--- src/hdl/bvtam_pkg.sv ---
package bvtam_pkg;

   localparam int SAMPLE_W = 16;
   localparam int WHOLE_W  = 13;

   localparam int DIV10_SHIFT = 20;
   localparam logic [16:0] DIV10_MULT = 17'd104858;

   typedef enum logic [1:0] {
      OP_SAMPLE  = 2'd0,
      OP_CHECK   = 2'd1,
      OP_PRELOAD = 2'd2,
      OP_UNUSED  = 2'd3
   } op_type;

   typedef enum logic [2:0] {
      REG_GAIN       = 3'd0,
      REG_LOW_LIMIT  = 3'd1,
      REG_HIGH_LIMIT = 3'd2,
      REG_LOW_DELAY  = 3'd3,
      REG_OVER_DELAY = 3'd4
   } reg_index_type;

   typedef enum logic [1:0] {
      CELL_HOLD,
      CELL_SHIFT,
      CELL_LOAD
   } cell_cmd_type;

   typedef struct packed {
      cell_cmd_type        cmd;
      logic [SAMPLE_W-1:0] fill;
   } cell_ctrl_type;

   typedef struct packed {
      logic enable;
      logic first;
   } acc_ctrl_type;

endpackage

--- src/hdl/bvtam_cell.sv ---
module bvtam_cell (
   input  logic                             clock,
   input  logic                             reset,
   input  bvtam_pkg::cell_ctrl_type         ctrl,
   input  logic [bvtam_pkg::SAMPLE_W-1:0]   neighbor,
   output logic [bvtam_pkg::SAMPLE_W-1:0]   value
);

   logic [bvtam_pkg::SAMPLE_W-1:0] value_ff;
   logic [bvtam_pkg::SAMPLE_W-1:0] value_in;

   always_comb begin
      case (ctrl.cmd)
         bvtam_pkg::CELL_SHIFT: value_in = neighbor;
         bvtam_pkg::CELL_LOAD:  value_in = ctrl.fill;
         default:               value_in = value_ff;
      endcase
   end

   always_ff @(posedge clock) begin
      if (reset) begin
         value_ff <= '0;
      end else begin
         value_ff <= value_in;
      end
   end

   assign value = value_ff;

endmodule

--- src/hdl/bvtam_trim_acc.sv ---
module bvtam_trim_acc #(
   parameter int SUM_W = 19
) (
   input  logic                             clock,
   input  bvtam_pkg::acc_ctrl_type          ctrl,
   input  logic [bvtam_pkg::SAMPLE_W-1:0]   value,
   output logic [SUM_W-1:0]                 sum,
   output logic [bvtam_pkg::SAMPLE_W-1:0]   lo,
   output logic [bvtam_pkg::SAMPLE_W-1:0]   hi
);

   logic [SUM_W-1:0]               sum_ff;
   logic [bvtam_pkg::SAMPLE_W-1:0] lo_ff;
   logic [bvtam_pkg::SAMPLE_W-1:0] hi_ff;

   always_ff @(posedge clock) begin
      if (ctrl.enable) begin
         if (ctrl.first) begin
            sum_ff <= SUM_W'(value);
            lo_ff  <= value;
            hi_ff  <= value;
         end else begin
            sum_ff <= sum_ff + SUM_W'(value);
            if (value < lo_ff) begin
               lo_ff <= value;
            end
            if (value > hi_ff) begin
               hi_ff <= value;
            end
         end
      end
   end

   assign sum = sum_ff;
   assign lo  = lo_ff;
   assign hi  = hi_ff;

endmodule

--- src/hdl/bus_voltage_trimmed_avg_monitor_unit.sv ---
// Bus voltage monitor with a trimmed moving average over a ring of samples.
// Request channel (req_valid/req_ready) carries an op and an ADC code:
//   op 0 converts the code, pushes it into the ring and recomputes the
//   average with the smallest and largest entries dropped; op 1 checks the
//   stored average against the limits and updates the fault flags; op 2
//   fills the whole ring with the converted code; op 3 changes nothing.
// Every request returns one response transaction on rsp_valid/rsp_ready.
// The ring is a chain of cells; a new sample shifts in at the head, then the
// chain rotates once while the accumulator at the tail gathers sum, minimum
// and maximum, one entry per cycle.
// States from acceptance: a sample MUL, CONV, SCAN, TRIM, QMUL, QOUT, FINISH; a
// preload MUL, CONV, FINISH; a check CHECK, FINISH; op 3 FINISH. One request is in
// flight at a time; req_ready is high only while idle.
// Reset clears the ring, the average, the flags and counters, drops any
// pending response and returns the configuration registers to their defaults.
// A stalled response holds in the output register; the next request is
// accepted meanwhile and waits to finish until the register is taken.
module bus_voltage_trimmed_avg_monitor_unit #(
   parameter int RING_DEPTH = 8,
   parameter int ADC_WIDTH  = 12
) (
   input  logic                   clock,
   input  logic                   reset,

   input  logic                   req_valid,
   output logic                   req_ready,
   input  logic [1:0]             req_op,
   input  logic [ADC_WIDTH-1:0]   req_adc_code,

   output logic                   rsp_valid,
   input  logic                   rsp_ready,
   output logic [15:0]            rsp_volts_tenths,
   output logic [12:0]            rsp_volts_whole,
   output logic [15:0]            rsp_avg_tenths,
   output logic [12:0]            rsp_avg_whole,
   output logic                   rsp_over_fault,
   output logic                   rsp_under_fault,

   input  logic                   psel,
   input  logic                   penable,
   input  logic                   pwrite,
   input  logic [4:0]             paddr,
   input  logic [31:0]            pwdata,
   output logic [31:0]            prdata,
   output logic                   pready
);

   localparam int SW       = bvtam_pkg::SAMPLE_W;
   localparam int SUM_W    = SW + $clog2(RING_DEPTH);
   localparam int CNT_W    = $clog2(RING_DEPTH);
   localparam int TRIM_DIV = RING_DEPTH - 2;
   localparam int TRIM_L   = $clog2(TRIM_DIV);
   localparam int TRIM_SH  = SUM_W + TRIM_L;
   localparam logic [SUM_W:0] TRIM_MULT =
      (SUM_W+1)'(((64'd1 << TRIM_SH) + 64'(TRIM_DIV) - 64'd1) / 64'(TRIM_DIV));

   typedef enum logic [3:0] {
      ST_IDLE,
      ST_MUL,
      ST_CONV,
      ST_SCAN,
      ST_TRIM,
      ST_QMUL,
      ST_QOUT,
      ST_CHECK,
      ST_FINISH
   } state_type;

   state_type state_ff;

   logic [23:0] gain_ff;
   logic [15:0] low_limit_ff;
   logic [15:0] high_limit_ff;
   logic [15:0] low_delay_ff;
   logic [15:0] over_delay_ff;

   logic [1:0]            op_ff;
   logic [ADC_WIDTH-1:0]  code_ff;
   logic [SW-1:0]         conv_ff;
   logic [SW-1:0]         last_ff;
   logic [SW-1:0]         avg_ff;
   logic [CNT_W-1:0]      scan_cnt_ff;
   logic [SUM_W-1:0]      trim_ff;
   logic [2*SUM_W:0]      qprod_ff;
   logic                  over_ff;
   logic                  under_ff;
   logic [16:0]           under_cnt_ff;
   logic [15:0]           over_hold_ff;

   logic                  rsp_valid_ff;
   logic [15:0]           rsp_volts_tenths_ff;
   logic [12:0]           rsp_volts_whole_ff;
   logic [15:0]           rsp_avg_tenths_ff;
   logic [12:0]           rsp_avg_whole_ff;
   logic                  rsp_over_ff;
   logic                  rsp_under_ff;

   logic [23+ADC_WIDTH:0] prod;
   logic [32:0]           last_div10;
   logic [32:0]           avg_div10;

   logic                  over_in;
   logic                  under_in;
   logic [16:0]           under_cnt_in;
   logic [16:0]           under_inc;
   logic [15:0]           over_hold_in;

   bvtam_pkg::cell_ctrl_type cell_ctrl;
   bvtam_pkg::acc_ctrl_type  acc_ctrl;
   logic [SW-1:0]            head_in;
   logic [SW-1:0]            cell_q [RING_DEPTH];
   logic [SUM_W-1:0]         acc_sum;
   logic [SW-1:0]            acc_lo;
   logic [SW-1:0]            acc_hi;

   logic                  csr_write;
   logic                  rsp_free;

   assign csr_write = psel && penable && pwrite;
   assign pready    = 1'b1;
   assign req_ready = (state_ff == ST_IDLE);
   assign rsp_free  = !rsp_valid_ff || rsp_ready;

   always_comb begin
      case (paddr[4:2])
         bvtam_pkg::REG_GAIN:       prdata = {8'd0, gain_ff};
         bvtam_pkg::REG_LOW_LIMIT:  prdata = {16'd0, low_limit_ff};
         bvtam_pkg::REG_HIGH_LIMIT: prdata = {16'd0, high_limit_ff};
         bvtam_pkg::REG_LOW_DELAY:  prdata = {16'd0, low_delay_ff};
         bvtam_pkg::REG_OVER_DELAY: prdata = {16'd0, over_delay_ff};
         default:                   prdata = 32'd0;
      endcase
   end

   assign prod       = gain_ff * code_ff;
   assign last_div10 = last_ff * bvtam_pkg::DIV10_MULT;
   assign avg_div10  = avg_ff * bvtam_pkg::DIV10_MULT;

   always_comb begin
      over_in      = over_ff;
      under_in     = under_ff;
      under_cnt_in = under_cnt_ff;
      over_hold_in = over_hold_ff;
      under_inc    = (under_cnt_ff == '1) ? under_cnt_ff : under_cnt_ff + 17'd1;
      if (avg_ff > high_limit_ff) begin
         over_in      = 1'b1;
         over_hold_in = over_delay_ff;
      end else if (avg_ff < low_limit_ff) begin
         if (under_cnt_ff == 17'd0) begin
            under_in = 1'b1;
         end
         if (under_inc > {1'b0, low_delay_ff}) begin
            under_in = 1'b1;
         end
         under_cnt_in = under_inc;
      end else begin
         under_cnt_in = 17'd1;
         if (over_hold_ff != 16'd0) begin
            over_hold_in = over_hold_ff - 16'd1;
         end else begin
            over_in = 1'b0;
         end
      end
   end

   always_comb begin
      cell_ctrl.cmd  = bvtam_pkg::CELL_HOLD;
      cell_ctrl.fill = conv_ff;
      head_in        = cell_q[RING_DEPTH-1];
      acc_ctrl.enable = (state_ff == ST_SCAN);
      acc_ctrl.first  = (scan_cnt_ff == '0);
      case (state_ff)
         ST_CONV: begin
            if (op_ff == bvtam_pkg::OP_PRELOAD) begin
               cell_ctrl.cmd = bvtam_pkg::CELL_LOAD;
            end else begin
               cell_ctrl.cmd = bvtam_pkg::CELL_SHIFT;
               head_in       = conv_ff;
            end
         end
         ST_SCAN: cell_ctrl.cmd = bvtam_pkg::CELL_SHIFT;
         default: cell_ctrl.cmd = bvtam_pkg::CELL_HOLD;
      endcase
   end

   for (genvar i = 0; i < RING_DEPTH; i++) begin : g_cell
      bvtam_cell u_cell (
         .clock    (clock),
         .reset    (reset),
         .ctrl     (cell_ctrl),
         .neighbor ((i == 0) ? head_in : cell_q[(i == 0) ? 0 : i-1]),
         .value    (cell_q[i])
      );
   end

   bvtam_trim_acc #(
      .SUM_W (SUM_W)
   ) u_acc (
      .clock (clock),
      .ctrl  (acc_ctrl),
      .value (cell_q[RING_DEPTH-1]),
      .sum   (acc_sum),
      .lo    (acc_lo),
      .hi    (acc_hi)
   );

   always_ff @(posedge clock) begin
      if (reset) begin
         gain_ff       <= '0;
         low_limit_ff  <= '0;
         high_limit_ff <= 16'hFFFF;
         low_delay_ff  <= '0;
         over_delay_ff <= '0;
      end else if (csr_write) begin
         case (paddr[4:2])
            bvtam_pkg::REG_GAIN:       gain_ff       <= pwdata[23:0];
            bvtam_pkg::REG_LOW_LIMIT:  low_limit_ff  <= pwdata[15:0];
            bvtam_pkg::REG_HIGH_LIMIT: high_limit_ff <= pwdata[15:0];
            bvtam_pkg::REG_LOW_DELAY:  low_delay_ff  <= pwdata[15:0];
            bvtam_pkg::REG_OVER_DELAY: over_delay_ff <= pwdata[15:0];
            default: ;
         endcase
      end
   end

   always_ff @(posedge clock) begin
      if (reset) begin
         state_ff     <= ST_IDLE;
         last_ff      <= '0;
         avg_ff       <= '0;
         over_ff      <= 1'b0;
         under_ff     <= 1'b0;
         under_cnt_ff <= '0;
         over_hold_ff <= '0;
         scan_cnt_ff  <= '0;
         rsp_valid_ff <= 1'b0;
      end else begin
         if (state_ff == ST_FINISH && rsp_free) begin
            rsp_valid_ff <= 1'b1;
         end else if (rsp_ready) begin
            rsp_valid_ff <= 1'b0;
         end
         case (state_ff)
            ST_IDLE: begin
               if (req_valid) begin
                  op_ff   <= req_op;
                  code_ff <= req_adc_code;
                  if (req_op == bvtam_pkg::OP_SAMPLE || req_op == bvtam_pkg::OP_PRELOAD) begin
                     state_ff <= ST_MUL;
                  end else if (req_op == bvtam_pkg::OP_CHECK) begin
                     state_ff <= ST_CHECK;
                  end else begin
                     state_ff <= ST_FINISH;
                  end
               end
            end
            ST_MUL: begin
               conv_ff  <= prod[31:16];
               state_ff <= ST_CONV;
            end
            ST_CONV: begin
               last_ff     <= conv_ff;
               scan_cnt_ff <= '0;
               state_ff    <= (op_ff == bvtam_pkg::OP_PRELOAD) ? ST_FINISH : ST_SCAN;
            end
            ST_SCAN: begin
               scan_cnt_ff <= scan_cnt_ff + CNT_W'(1);
               if (scan_cnt_ff == CNT_W'(RING_DEPTH - 1)) begin
                  state_ff <= ST_TRIM;
               end
            end
            ST_TRIM: begin
               trim_ff  <= acc_sum - SUM_W'(acc_lo) - SUM_W'(acc_hi);
               state_ff <= ST_QMUL;
            end
            ST_QMUL: begin
               qprod_ff <= trim_ff * TRIM_MULT;
               state_ff <= ST_QOUT;
            end
            ST_QOUT: begin
               avg_ff   <= qprod_ff[TRIM_SH +: SW];
               state_ff <= ST_FINISH;
            end
            ST_CHECK: begin
               over_ff      <= over_in;
               under_ff     <= under_in;
               under_cnt_ff <= under_cnt_in;
               over_hold_ff <= over_hold_in;
               state_ff     <= ST_FINISH;
            end
            ST_FINISH: begin
               if (rsp_free) begin
                  rsp_volts_tenths_ff <= last_ff;
                  rsp_volts_whole_ff  <= last_div10[bvtam_pkg::DIV10_SHIFT +:
                                                    bvtam_pkg::WHOLE_W];
                  rsp_avg_tenths_ff   <= avg_ff;
                  rsp_avg_whole_ff    <= avg_div10[bvtam_pkg::DIV10_SHIFT +:
                                                   bvtam_pkg::WHOLE_W];
                  rsp_over_ff         <= over_ff;
                  rsp_under_ff        <= under_ff;
                  state_ff            <= ST_IDLE;
               end
            end
            default: state_ff <= ST_IDLE;
         endcase
      end
   end

   assign rsp_valid        = rsp_valid_ff;
   assign rsp_volts_tenths = rsp_volts_tenths_ff;
   assign rsp_volts_whole  = rsp_volts_whole_ff;
   assign rsp_avg_tenths   = rsp_avg_tenths_ff;
   assign rsp_avg_whole    = rsp_avg_whole_ff;
   assign rsp_over_fault   = rsp_over_ff;
   assign rsp_under_fault  = rsp_under_ff;

endmodule
--- config.mk ---
export PLATFORM = sky130hd
export DESIGN_NAME = bus_voltage_trimmed_avg_monitor_unit
export DESIGN_NICKNAME = d
export VERILOG_FILES = /design/src/hdl/bvtam_pkg.sv /design/src/hdl/bvtam_cell.sv /design/src/hdl/bvtam_trim_acc.sv /design/src/hdl/bus_voltage_trimmed_avg_monitor_unit.sv
export SDC_FILE = /design/constraint.sdc
export NUM_CORES = 2
export LEC_CHECK = 0
export BUFFER_PORTS_ARGS = -buffer_cell sky130_fd_sc_hd__buf_2
export CAP_MARGIN = 10
export CORE_MARGIN = 8
export CORE_UTILIZATION = 47
export DETAILED_ROUTE_END_ITERATION = 16
export GPL_TIMING_DRIVEN = 0
export SLEW_MARGIN = 20
export SYNTH_ARGS = -nofsm -noshare
export SYNTH_HDL_FRONTEND = slang
export SYNTH_SLANG_ARGS = --single-unit
--- constraint.sdc ---
create_clock -name clock -period 6.8 [get_ports clock]
set_clock_uncertainty 0.1 [all_clocks]
set_input_delay 0.34 -clock clock [delete_from_list [all_inputs] [get_ports clock]]
set_output_delay 0.34 -clock clock [all_outputs]
set_load 0.05 [all_outputs]
==> summary.txt <==
Setup path
  • Critical-path top delay cell: fa_1
  • Worst setup SP type: flop
  • WP data required: roughly 7 ns
  • WS Path Type: reg -> reg
  • Cell family with most CP delay: adder cells
  • Cell Chain, Critical Path: ha_1, fa_1, inv_1, fa_1, inv_1, fa_1, fa_1, inv_1, fa_1, inv_1, ha_1, and4_1, o2111ai_1, o211ai_1, a41oi_2, a211o_1, a311o_1, a31oi_1, a21oi_1, xnor2_1
  • Element type at the critical path end: flop
  • Max Fanout on Critical Path: 4
  • Crit-path max cell delay: 0.61 ns
  • Cell mode on critical path: fa_1
  • CP Data Arrival Time: roughly 7 ns
  • WP buf/inv: 4

Clock tree
  • Clock sink count: around 470
  • CTS buffer count: 56
  • CTS tree: done
  • Root Buffer Master: clkbuf_16
  • CTS max path bufs: 3
  • Worst skew pair latency: approximately 0.65 ns
  • Clock-pin slew on the worst setup and hold paths: roughly 0.07 ns
  • CTS H-tree depth: 2

Logic synthesis
  • Synthesis Warnings: 0
  • Unique masters post-synth: 80
  • Average size of a mapped cell: 9.237 µm²
  • Flops & latches, synth: 467
  • Synth Cell Area: 0.04371 mm²
  • Ys async rst share: 0
  • Synth Instances: 4732
  • Sequential area share after synthesis: 0.2542
  • Post-synth EDFFs: 176
  • Main synth FF type: dfxtp_1

Timing
  • Slew @ Worst Pin: 1.133 ns
  • Hold_ws: ~0.079 ns
  • Setup violators final: 0
  • Tcrit/Tclk final: 0.9699
  • Slew HR: 0.2388
  • Achievable Freq: roughly 0.15 GHz
  • Setup TNS: 0 ns
  • Final max-slew violation count: 0
  • Post-route minimum period: ~6.6 ns
  • Final setup margin: approximately 0.2 ns
  • Hold Violations, Final: 0

Drt
  • Post-route antenna net violation count: 0
  • DRC errors left: 0
  • Per-cell routed wire length: around 19 µm
  • Pre-antenna DRT Iters: 5
  • Iter 0 DRT Violations: 2121
  • Vias per cell: roughly 5.2
  • Final WL: roughly 120000 µm
  • Vias post-DR: 32820

Place
  • Placed insts: a little over 6000
  • HPWL Detailed: ~94000 µm
  • Post-Place Worst Slack: -0.3882 ns
  • Routability Congestion: 0.9163
  • PortBufs: around 130
  • Post-DP Area: 0.04612 mm²

Final layout
  • Fin cells: 6292
  • Core Util, Final: 0.5250
  • Post-route design area: between 0.04 and 0.05 mm²
  • Fillers: between 8000 and 9000
  • # nets final: around 6000
  • Fraction of layout cells with a size suffix above 1: 0.06872
  • Layout area overhead: 11.41%

Floorplanning
  • Die H: 321.0 µm
  • Io pins: approximately 150
  • Initial core utilization: 0.4712
  • Area of the die: between 0.1 and 0.15 mm²
  • Die Width: between 300 and 400 µm
  • Core footprint: slightly above 0.09 mm²
  • Rows: 112

GRT
  • Number of global-route vias before repair: 33140
  • GRT Util Overall: 0.2270
  • Initial antenna violation count: 5
  • First-pass GRT wire length: ~190000 µm
  • GRT overflow: 0
  • Largest net degree at the start of global routing: 22

Pwr
  • Pwr Density: 271.6 mW/mm²
  • Leak pwr: ~23 nW
  • Final Power: between 10 and 15 mW
  • VDD IR-drop max: about 0.39 mV

Hold path
  • Hold Path Class: in -> reg

Flow run
  • Max Cap Viol: 0

Run status
  • Status: complete, no violations
-- worst register-to-register path, delay by kind of cell, from the launching register on --
kind	cells	cell delay, ns
adder cells (fa/ha/maj)	7	3.32
AO/OA/AOI/OAI	7	1.80
flip-flops	1	0.46
buffers and inverters	4	0.27
XOR/XNOR	1	0.26
AND/OR/NAND/NOR	1	0.19
-- cells in the final DEF (no fill, tap or decap), drive strengths merged, types with 15 or more instances in the layout --
cell type and instances:
a211oi 19, ha 564, and3 15, buf 190
xor2 29, clkbuf 241, nand3 41, edfxtp 176
a21oi 454, nor2b 19, dfxtp 291, inv 838
a22oi 35, and2 90, a21o 35, o31ai 15
o22ai 17, xnor2 75, o21ai 75, nand4 22
nand2b 129, a211o 25, nor3 53, nand2 543
nor2 273, dlygate4sd3 38, mux2i 22, fa 493
o211ai 22, o21a 43
-- final cells by class --
class	instances	area, µm²	area share
antenna	3	7.507	0.0001542
buffer	197	850.8	0.01747
clock buffer	80	1722	0.03535
clock inverter	24	305.3	0.006269
inverter	832	3123	0.06413
multi-input combinational	3243	28790	0.5911
sequential	467	11130	0.2285
tap	1254	1569	0.03222
timing repair buffer	192	1211	0.02487
-- path summary, 6_finish.rpt --
check                     to  cells after the start       startpoint  slack [ns]
min              state_ff[2]                      5        req_valid        0.08
min reg2reg  low_delay_ff[4]                      2  low_delay_ff[4]        0.38
max             qprod_ff[37]                     20       trim_ff[6]        0.20
max reg2reg     qprod_ff[37]                     20       trim_ff[6]        0.20
-- report_power, final --
group          leakage [nW]  switching (mW)  internal (mW)  total, mW
clock                  1.00            1.30           1.99       3.30
sequential             3.98           0.168           3.26       3.43
combinational          17.7            3.81           2.69       6.51
total                  22.7            5.28           7.95       13.2
-- registers in the layout, indices dropped and copies added, names as in the netlist, 13 cells and up --
signal	cells
rsp_volts_tenths	16
u_acc.lo	16
qprod_ff	16
last_ff	16
rsp_avg_whole	13
rsp_volts_whole	13
u_acc.hi	16
low_limit_ff	16
avg_ff	16
gain_ff	24
u_acc.sum	19
under_cnt_ff	17
over_delay_ff	16
low_delay_ff	16
rsp_avg_tenths	16
trim_ff	19
g_cell.u_cell.value	128
conv_ff	16
over_hold_ff	16
high_limit_ff	16
-- logic make-up after synthesis --
kind of cell / synth area share
AND/OR/NAND/NOR: 0.1295
adder cells (fa/ha/maj): 0.3872
buffers and inverters: 0.08962
AO/OA/AOI/OAI: 0.1131
flip-flops: 0.2542
XOR/XNOR: 0.02084
multiplexers: 0.005296
other: 0.0001718
-- per-layer routing --
metal	up-vias	global-route usage	share of wire
met2	786	0.3765	0.47
met4	0	0.06415	0.027
met3	177	0.03198	0.057
li1	15880	-	-
met1	15980	0.3100	0.45
met5	-	0	0
-- cells in the mapped netlist (5+ instances only) --
master       n  area (µm²)
a2111oi_0    5       43.79
a211o_1     25       219.0
a211oi_1    18       135.1
a21o_1      35       262.8
a21oi_1    452        2262
a221oi_1    11       96.34
a22oi_1     34       255.2
a31oi_1      7       43.79
a41oi_1      5       43.79
and2_1      88       550.5
and3_1      15       93.84
and4_1       8       70.07
buf_1       12       45.04
buf_2        8       40.04
buf_4       10       75.07
clkbuf_1   166       623.1
dfxtp_1    291        5826
edfxtp_1   176        5285
fa_1       493        9869
ha_1       564        7057
inv_1      832        3123
mux2i_1     22       220.2
nand2_1    542        2034
nand2b_1   129       807.0
nand3_1     41       205.2
nand3b_1     6       45.04
nand4_1     22       137.6
nor2_1     270        1013
nor2b_1     19       118.9
nor3_1      52       260.3
nor3b_1      6       45.04
nor4_1      11       68.82
o2111ai_1    7       61.31
o211ai_1    21       157.7
o21a_1      43       322.8
o21ai_0     72       360.4
o22ai_1     17       106.4
o31ai_1     14       105.1
or3_1        9       56.30
xnor2_1     75       656.9
xor2_1      29       254.0
-- repair_timing --
action / 4_1_cts / 5_1_grt
gates cloned: 0 / 0
setup buffers: 0 / 8
endpoints found under the setup margin: 9 / 12
gates resized for setup: 12 / 72
hold endpoints to repair: 102 / 0
pin swaps: 0 / 6
hold buffers: 38 / 0
Power figures use the tool's default switching activity.
